`src/hw/rtl/htfd_pkg.sv`:
```
`timescale 1ns / 1ps

package htfd_pkg;

  localparam logic [7:0] CrcPoly = 8'h31;
  localparam logic [7:0] CrcInit = 8'hFF;

  // Position of a byte inside the six-byte measurement frame.
  localparam logic [2:0] IDX_TEMP_MSB = 3'd0;
  localparam logic [2:0] IDX_TEMP_LSB = 3'd1;
  localparam logic [2:0] IDX_TEMP_CRC = 3'd2;
  localparam logic [2:0] IDX_HUM_MSB  = 3'd3;
  localparam logic [2:0] IDX_HUM_LSB  = 3'd4;
  localparam logic [2:0] IDX_HUM_CRC  = 3'd5;

  localparam logic [12:0] TempGain   = 13'd4375;
  localparam logic [15:0] TempOffset = 16'd4500;
  localparam logic [9:0]  HumGain    = 10'd625;

  typedef struct packed {
    logic               valid;
    logic signed [14:0] temp_centi;
    logic        [13:0] hum_centi;
    logic               temp_crc_ok;
    logic               hum_crc_ok;
  } htfd_result_t;

  function automatic logic [7:0] crc8_byte(input logic [7:0] crc, input logic [7:0] data);
    logic [7:0] c;
    c = crc ^ data;
    for (int k = 0; k < 8; k++) begin
      if (c[7]) begin
        c = {c[6:0], 1'b0} ^ CrcPoly;
      end else begin
        c = {c[6:0], 1'b0};
      end
    end
    return c;
  endfunction

endpackage

```
`src/hw/rtl/htfd_frame_core.sv`:
```
`timescale 1ns / 1ps

module htfd_frame_core (
  input  logic                  clk,
  input  logic                  rst,
  input  logic                  en,
  input  logic [7:0]            rx_byte,
  input  logic                  frame_start,
  output htfd_pkg::htfd_result_t res
);

  logic [2:0]  byte_index;
  logic [2:0]  byte_index_next;
  logic [7:0]  crc_accum;
  logic [7:0]  crc_accum_next;
  logic [15:0] temp_word;
  logic [15:0] temp_word_next;
  logic [15:0] hum_word;
  logic [15:0] hum_word_next;
  logic        temp_check_pass;
  logic        temp_check_pass_next;

  logic        restart;
  logic [2:0]  idx;
  logic [7:0]  crc_base;
  logic [7:0]  crc_new;
  logic [28:0] temp_prod;
  logic [25:0] hum_prod;
  logic [15:0] temp_diff;

  // A flagged byte, or a count that somehow left the frame, begins a new frame.
  assign restart  = frame_start || (byte_index > htfd_pkg::IDX_HUM_CRC);
  assign idx      = restart ? htfd_pkg::IDX_TEMP_MSB : byte_index;
  assign crc_base = restart ? htfd_pkg::CrcInit : crc_accum;
  assign crc_new  = htfd_pkg::crc8_byte(crc_base, rx_byte);

  assign temp_prod = 29'(temp_word) * 29'(htfd_pkg::TempGain);
  assign hum_prod  = 26'(hum_word) * 26'(htfd_pkg::HumGain);
  assign temp_diff = {1'b0, temp_prod[28:14]} - htfd_pkg::TempOffset;

  always_comb begin
    byte_index_next      = idx + 3'd1;
    crc_accum_next       = crc_new;
    temp_word_next       = temp_word;
    hum_word_next        = hum_word;
    temp_check_pass_next = temp_check_pass;
    res.valid            = 1'b0;
    res.temp_centi       = temp_diff[14:0];
    res.hum_centi        = hum_prod[25:12];
    res.temp_crc_ok      = temp_check_pass;
    res.hum_crc_ok       = (rx_byte == crc_base);
    unique case (idx)
      htfd_pkg::IDX_TEMP_MSB: temp_word_next = {rx_byte, temp_word[7:0]};
      htfd_pkg::IDX_TEMP_LSB: temp_word_next = {temp_word[15:8], rx_byte};
      htfd_pkg::IDX_TEMP_CRC: begin
        temp_check_pass_next = (rx_byte == crc_base);
        crc_accum_next       = htfd_pkg::CrcInit;
      end
      htfd_pkg::IDX_HUM_MSB: hum_word_next = {rx_byte, hum_word[7:0]};
      htfd_pkg::IDX_HUM_LSB: hum_word_next = {hum_word[15:8], rx_byte};
      htfd_pkg::IDX_HUM_CRC: begin
        res.valid       = en;
        crc_accum_next  = htfd_pkg::CrcInit;
        byte_index_next = htfd_pkg::IDX_TEMP_MSB;
      end
      default: begin
        crc_accum_next  = htfd_pkg::CrcInit;
        byte_index_next = htfd_pkg::IDX_TEMP_MSB;
      end
    endcase
  end

  always_ff @(posedge clk) begin
    if (rst) begin
      byte_index      <= htfd_pkg::IDX_TEMP_MSB;
      crc_accum       <= htfd_pkg::CrcInit;
      temp_word       <= '0;
      hum_word        <= '0;
      temp_check_pass <= 1'b0;
    end else if (en) begin
      byte_index      <= byte_index_next;
      crc_accum       <= crc_accum_next;
      temp_word       <= temp_word_next;
      hum_word        <= hum_word_next;
      temp_check_pass <= temp_check_pass_next;
    end
  end

endmodule

```
`src/hw/rtl/humidity_temp_frame_decoder.sv`:
```
`timescale 1ns / 1ps

// Channel   Dir  tdata                                   tuser
// s_*       in   [7:0] rx_byte                           [0] frame_start
// m_*       out  [14:0] temp_centi, [28:15] hum_centi    [0] temp_crc_ok, [1] hum_crc_ok
//
// One byte request per cycle is taken while the output side keeps up.
// A byte is held in the input register; the frame logic (CRC and the
// two constant multiplies) runs from there into the result register.
// A held result stalls the input register, which then drops s_tready.
// rst clears the frame count, the CRC, and both valid flags.

module humidity_temp_frame_decoder (
  input  logic        clk,
  input  logic        rst,
  input  logic        s_tvalid,
  output logic        s_tready,
  input  logic [7:0]  s_tdata,   // [7:0] rx_byte
  input  logic        s_tuser,   // [0] frame_start
  output logic        m_tvalid,
  input  logic        m_tready,
  output logic [31:0] m_tdata,   // [14:0] temp_centi, [28:15] hum_centi, [31:29] zero
  output logic [1:0]  m_tuser    // [0] temp_crc_ok, [1] hum_crc_ok
);

  logic                   in_valid;
  logic [7:0]             in_byte;
  logic                   in_start;
  logic                   adv;
  htfd_pkg::htfd_result_t core_res;

  assign adv      = in_valid && (!m_tvalid || m_tready);
  assign s_tready = !in_valid || adv;

  always_ff @(posedge clk) begin
    if (rst) begin
      in_valid <= 1'b0;
    end else if (s_tready) begin
      in_valid <= s_tvalid;
    end
  end

  always_ff @(posedge clk) begin
    if (s_tvalid && s_tready) begin
      in_byte  <= s_tdata;
      in_start <= s_tuser;
    end
  end

  htfd_frame_core u_core (
    .clk         (clk),
    .rst         (rst),
    .en          (adv),
    .rx_byte     (in_byte),
    .frame_start (in_start),
    .res         (core_res)
  );

  always_ff @(posedge clk) begin
    if (rst) begin
      m_tvalid <= 1'b0;
    end else if (core_res.valid) begin
      m_tvalid <= 1'b1;
    end else if (m_tready) begin
      m_tvalid <= 1'b0;
    end
  end

  always_ff @(posedge clk) begin
    if (core_res.valid) begin
      m_tdata <= {3'b000, core_res.hum_centi, core_res.temp_centi};
      m_tuser <= {core_res.hum_crc_ok, core_res.temp_crc_ok};
    end
  end

`ifndef ASSERT_OFF
  a_reset_clears_out: assert property (@(posedge clk) rst |=> !m_tvalid)
    else $error("result valid right after reset");

  a_result_only_when_advancing: assert property (@(posedge clk) disable iff (rst)
    core_res.valid |-> adv && !in_start)
    else $error("result produced without a byte moving through");

  a_result_lands: assert property (@(posedge clk) disable iff (rst)
    core_res.valid |=> m_tvalid)
    else $error("produced result did not reach the output register");

  a_held_input_blocks: assert property (@(posedge clk) disable iff (rst)
    (in_valid && m_tvalid && !m_tready) |-> !s_tready && !core_res.valid)
    else $error("input taken or result made while output is stalled");
`endif

endmodule

```
`config.mk`:
```
export PLATFORM = sky130hd
export DESIGN_NAME = humidity_temp_frame_decoder
export DESIGN_NICKNAME = d
export VERILOG_FILES = /design/src/hw/rtl/htfd_pkg.sv /design/src/hw/rtl/htfd_frame_core.sv /design/src/hw/rtl/humidity_temp_frame_decoder.sv
export SDC_FILE = /design/constraint.sdc
export NUM_CORES = 1
export LEC_CHECK = 0
export BUFFER_PORTS_ARGS = -buffer_cell sky130_fd_sc_hd__buf_2
export CAP_MARGIN = 20
export CORE_MARGIN = 2
export CORE_UTILIZATION = 30
export DETAILED_ROUTE_END_ITERATION = 16
export RECOVER_POWER = 50
export REMOVE_ABC_BUFFERS = 1
export SLEW_MARGIN = 40
export SYNTH_ARGS = -nofsm -noshare
export SYNTH_HDL_FRONTEND = slang
export SYNTH_HIERARCHICAL = 1
export SYNTH_SLANG_ARGS = --single-unit
```
`constraint.sdc`:
```
create_clock -name clk -period 6 [get_ports clk]
set_input_delay 0.3 -clock clk [delete_from_list [all_inputs] [get_ports clk]]
set_output_delay 0.3 -clock clk [all_outputs]
set_load 0.05 [all_outputs]
```
## Word-level counts from Yosys, hierarchy flattened

Cells that the tools add are included.

- Add/sub/neg operators: 2
- Mux-type cells: 17
- Bitwise gates (word level): 13
- Reduce and logical (&&, ||, !) cells: 16
- Equality and inequality tests: 6
- $mul: 2
- Magnitude comparators: 1

Operators by type and width:

| cell | number |
|---|---|
| 16-bit one-hot mux with 2 select lines | 2 |
| 6-bit 2-to-1 mux | 8 |
| 16-bit by 13-bit multiplier with 29-bit output (second input constant) | 1 |
| 16-bit by 10-bit multiplier with 26-bit output (second input constant) | 1 |
| 3-bit inverter | 8 |
| 8-bit 2-to-1 mux | 2 |
| 15-bit by 13-bit subtractor with 15-bit output (second input constant) | 1 |
| 3-bit AND reduction | 4 |
| 8-bit == test | 1 |
| 8-bit XOR | 1 |
| 3-bit by 2-bit == test with 1-bit output (second input constant) | 2 |
| 3-bit == test (second input constant) | 2 |
| 3-bit 2-to-1 mux | 2 |
| 5-bit OR reduction | 1 |
| 1-bit inverter | 4 |
| 4-bit OR reduction | 1 |
| 3-bit by 1-bit adder with 3-bit output (second input constant) | 1 |
| 3-bit by 1-bit == test with 1-bit output (second input constant) | 1 |
| 3-bit greater-than comparator (second input constant) | 1 |
| 3-bit logical NOT | 1 |
| 1-bit logical OR | 3 |
| 1-bit 2-to-1 mux | 3 |
| 1-bit logical AND | 2 |
| 1-bit logical NOT | 2 |
| 2 further kinds | 2 |

- Bits in registers: 86
- Input bits: 13
- Word-level logic and storage cells: 70
- Output and inout port bits: 36

## Depth between registers and ports, before layout

- Word-level depth: 21
- Mapped depth: 24
- Gate-level depth less buffers: 23

## Modules after synthesis

The synthesis kept the hierarchy.

Modules (own cells, without submodules):

| module | times used | seq. area each (um^2) | cells an instance | area an instance (um^2) |
|---|---|---|---|---|
| htfd_frame_core | 1 | 880.8 | 869 | 7911.3 |
| humidity_temp_frame_decoder | 1 | 1241.2 | 54 | 1330.0 |

## Worst setup path after synthesis

No wires, ideal clock.

- Path kind: register to register
- Start point: reg u_core.temp_word[9]
- End point: reg m_tdata[14], data pin
- Stages on the path, launching flop included: 24
- Path slack: 751 ps
- Arrival time: 5075 ps
- Data required time: 5826 ps
- Period minus slack after synthesis: 5249 ps
- Library setup time: 174 ps
- Path buffers: 0
- Path through: dfxtp_1 ha_1 inv_1 fa_1 inv_1 ha_1 fa_1 inv_1 fa_1 inv_1 ha_1 a2111oi_4 o21ai_2 nand3_1 nand3_1 xor2_1 inv_1 ha_1 inv_1 a211oi_2 o221a_4 nor2_1 or3_1 a311oi_1

RTL lines:

| what | line | text |
|---|---|---|
| start, declared | htfd_frame_core.sv:16 | `logic [15:0] temp_word;` |
| start signal, assigned | htfd_frame_core.sv:83 | `temp_word <= temp_word_next;` |
| end signal, assigned | humidity_temp_frame_decoder.sv:71 | `m_tdata <= {3'b000, core_res.hum_centi, core_res.temp_centi};` |
| end, declared | humidity_temp_frame_decoder.sv:22 | `output logic [31:0] m_tdata,` |

==> results.yml <==
final_layout:
  multi_input_area_sq_um: 6145
  fillers: 3162
  antenna_cells: 0
  fin_nets: 1198
  fin_util_pct: 32.84
  drive_above_1_share_pct: 6.469
  syn2layout_area_growth_pct: 8.123
  seq_area_sq_um: 2126
setup_path:
  critPathMaxStageDelay_ps: 530
  critical_path.most_common_cell: "inv_1"
  reg2regPathDepth: 23
  path_cells: "ha_1 > inv_1 > fa_1 > inv_1 > ha_1 > fa_1 > inv_1 > fa_1 > inv_1 > ha_1 > a2111oi_4 > o21ai_2 > nand3_1 > nand3_1 > xor2_1 > inv_1 > ha_1 > inv_1 > a211oi_2 > o221a_4 > nor2_1 > or3_1 > a311oi_1"
  cp_max_fo: 7
  path_delay_family: "adder cells"
  arrival_ps: 5790
  critical_path_class: "reg2reg"
  start_kind: "flip-flop"
  crit_buf_inv: 6
  cp.depth: 23
  end_kind: "flip-flop"
  crit_slowest_cell: "fa_1"
  required_ps: 6160
route:
  firstDrtPassIters: 4
  wl_per_cell_um: 12.50
  finalWirelength_um: 16740
  via_per_inst: 4.455
  ant_nets: 0
  route.detailed.drc: 0
  drt_iter0_drc: 267
  vias: 5965
global_route:
  grt_pass1_wl_um: 28770
  antenna_found_initial: 0
  grt_pass1_vias: 5972
  overflow: 0
  grt_util_all_layers_pct: 10.71
  grt_start_max_net_pins: 47
sta:
  clock.fmax_mhz: 177.7
  relSlewSlack_pct: -13.26
  timing.final.crit_share_pct: 93.80
  hold_violations: 0
  tightestPinTransition_ps: 1699
  final.setup.tns_ps: 0
  slew_viol_final: 33
  setup_viol: 0
  period_needed_ps: 5628
  fin_ws_ps: 371.8
  rsz0062_at_grt: "no"
  skew_ps: 15.64
floorplan:
  core-area_sq_um: 30430
  dieArea_sq_um: 32220
  dieWidth_um: 179.5
  io-pin-count: 49
  core.rowCount: 64
  die_y_um: 179.5
  initial_core_util_pct: 30.37
placed_design:
  io_buffers: 45
  hpwl_um: 13410
  gp_congestion: 0.7869
  place_ws_ps: 282.2
synth:
  synth.ff_latch_count: 86
  ys_warn_count: 6
  syn_inst: 923
  synth_cell_types: 76
  synthFlopType: "dfxtp_1"
  synth_area_sq_um: 9241
  synth-async-reset-ratio_pct: 0
  synth_edf_count: 40
  seq_area_frac_synth_pct: 22.96
  synth.avg_cell_area_sq_um: 10.01
clock_tree:
  cts.sinks: 86
  cts_tree: "built"
  hold_buffers: 0
  htree_levels: 3
  clk_pin_slew_ps: 70
  worstSkewPairLatency_ps: 350
  cts_made_buffers: 9
  clk_path_buf_depth: 2
  clockRootBuffer: "clkbuf_16"
min_path:
  worstHoldPathType: "in2reg"
  holdPathStages: 1
outcome:
  status: "complete, but fails checks"
  violations: "max-capacitance violations, max-slew violations"
power_and_ir_drop:
  leakagePower_nw: 5.292
  ir_drop_mv: 0.1502
  p_per_area_nw_per_um2: 161.0
flow_run:
  max_cap_viol_count: 1
==> metrics by stage <==
stage / hold slack, ps / instance area [sq um] / instances / power (W)
6_report: 118.4 / 9992 / 1339 / 0.001608
3_3_place_gp: 433.6 / 9724 / 1323 / 0.001025
2_1_floorplan: 362.4 / 8987 / 880 / 0.0009519
4_1_cts: 101.3 / 10050 / 1339 / 0.001633
5_1_grt: 98.19 / 9992 / 1339 / 0.001698
3_5_place_dp: 445.2 / 9732 / 1323 / 0.001031
==> layout make-up <==
class / instances / share of cell area, %
repair buffers: 47 / 2.016
clock inverters: 7 / 0.9016
multi-input cells: 605 / 61.50
inverters: 189 / 7.100
flip-flops and latches: 86 / 21.27
well taps: 396 / 4.959
clock buffers: 9 / 2.254
==> cells in the final DEF (no fill, tap or decap), types with 4 or more instances in the layout <==
cell       instances
nor2_1            67
nand4_1            6
xnor2_1           36
clkbuf_1          33
nor2b_1            4
and2_0             4
o21a_1             4
a21oi_1           25
mux2i_1           34
buf_2             11
xor2_1            18
ha_1             169
clkbuf_16          9
a22o_1             4
o21ai_0           14
nand2_1           22
nor4_1             4
fa_1              78
a21o_1             9
inv_1            189
nand2b_1          11
edfxtp_1          40
nor3_1             7
and3_1             5
o22ai_1            9
nand3_1           13
dfxtp_1           43
==> per-layer routing <==
| metal | vias up | part of all wire, % | GRT usage [%] |
|---|---|---|---|
| met1 | 2851 | 50 | 15.13 |
| met3 | 7 | 2.2 | 1.519 |
| met4 | 0 | 1.0 | 2.602 |
| li1 | 3046 | - | - |
| met2 | 61 | 46 | 17.26 |
| met5 | - | 0 | 0 |
==> final timing paths <==
kind	start	to	slack, ps
worst min register to register	u_core/temp_check_pass	m_tuser[0]	460
worst max register to register	u_core/temp_word[9]	m_tdata[14]	370
worst max-delay path	u_core/temp_word[9]	m_tdata[14]	370
worst min-delay path	s_tdata[4]	in_byte[4]	120
==> power by group <==
group          switching (W)  internal [W]
logic               0.000192      0.000152
clock network       0.000260      0.000332
registers          0.0000352      0.000636
==> cells by family after synthesis <==
family	count (synthesis)	share of synthesized area, %
mux	35	3.845
buf+inv	234	10.51
fa+ha+maj	248	39.90
xor+xnor	54	5.118
flops	86	22.96
compound gates	101	8.652
other cells	1	0.04058
simple gates	164	8.977
==> synthesized netlist by cell type (5+ instances only) <==
cell	count	area, sq um
o21ai_0	14	70.07
inv_1	189	709.4
nor3_1	7	35.03
nor2_1	67	251.5
nand2_1	22	82.58
mux2i_1	34	340.3
buf_4	21	157.7
o22ai_1	9	56.30
xnor2_1	36	315.3
nand3_1	13	65.06
edfxtp_1	40	1201
a21oi_1	25	125.1
xor2_1	18	157.7
fa_1	78	1562
ha_1	169	2115
nand4_1	6	37.54
clkbuf_1	19	71.32
dfxtp_1	46	920.9
a21o_1	9	67.56
and3_1	5	31.28
nand2b_1	11	68.82
==> sequential cells by signal (all words and copies together), names as in the netlist, 2 cells and up <==
register           count
m_tdata               29
u_core/byte_index      3
in_byte                8
u_core/hum_word       16
u_core/temp_word      16
m_tuser                2
u_core/crc_accum       8
==> repair_timing <==
item                       in CTS  in global routing
gates resized for setup         0                  3
setup buffers                   0                  0
setup endpoints to repair       0                  1
Note: power is estimated with default switching activity, not from simulation.
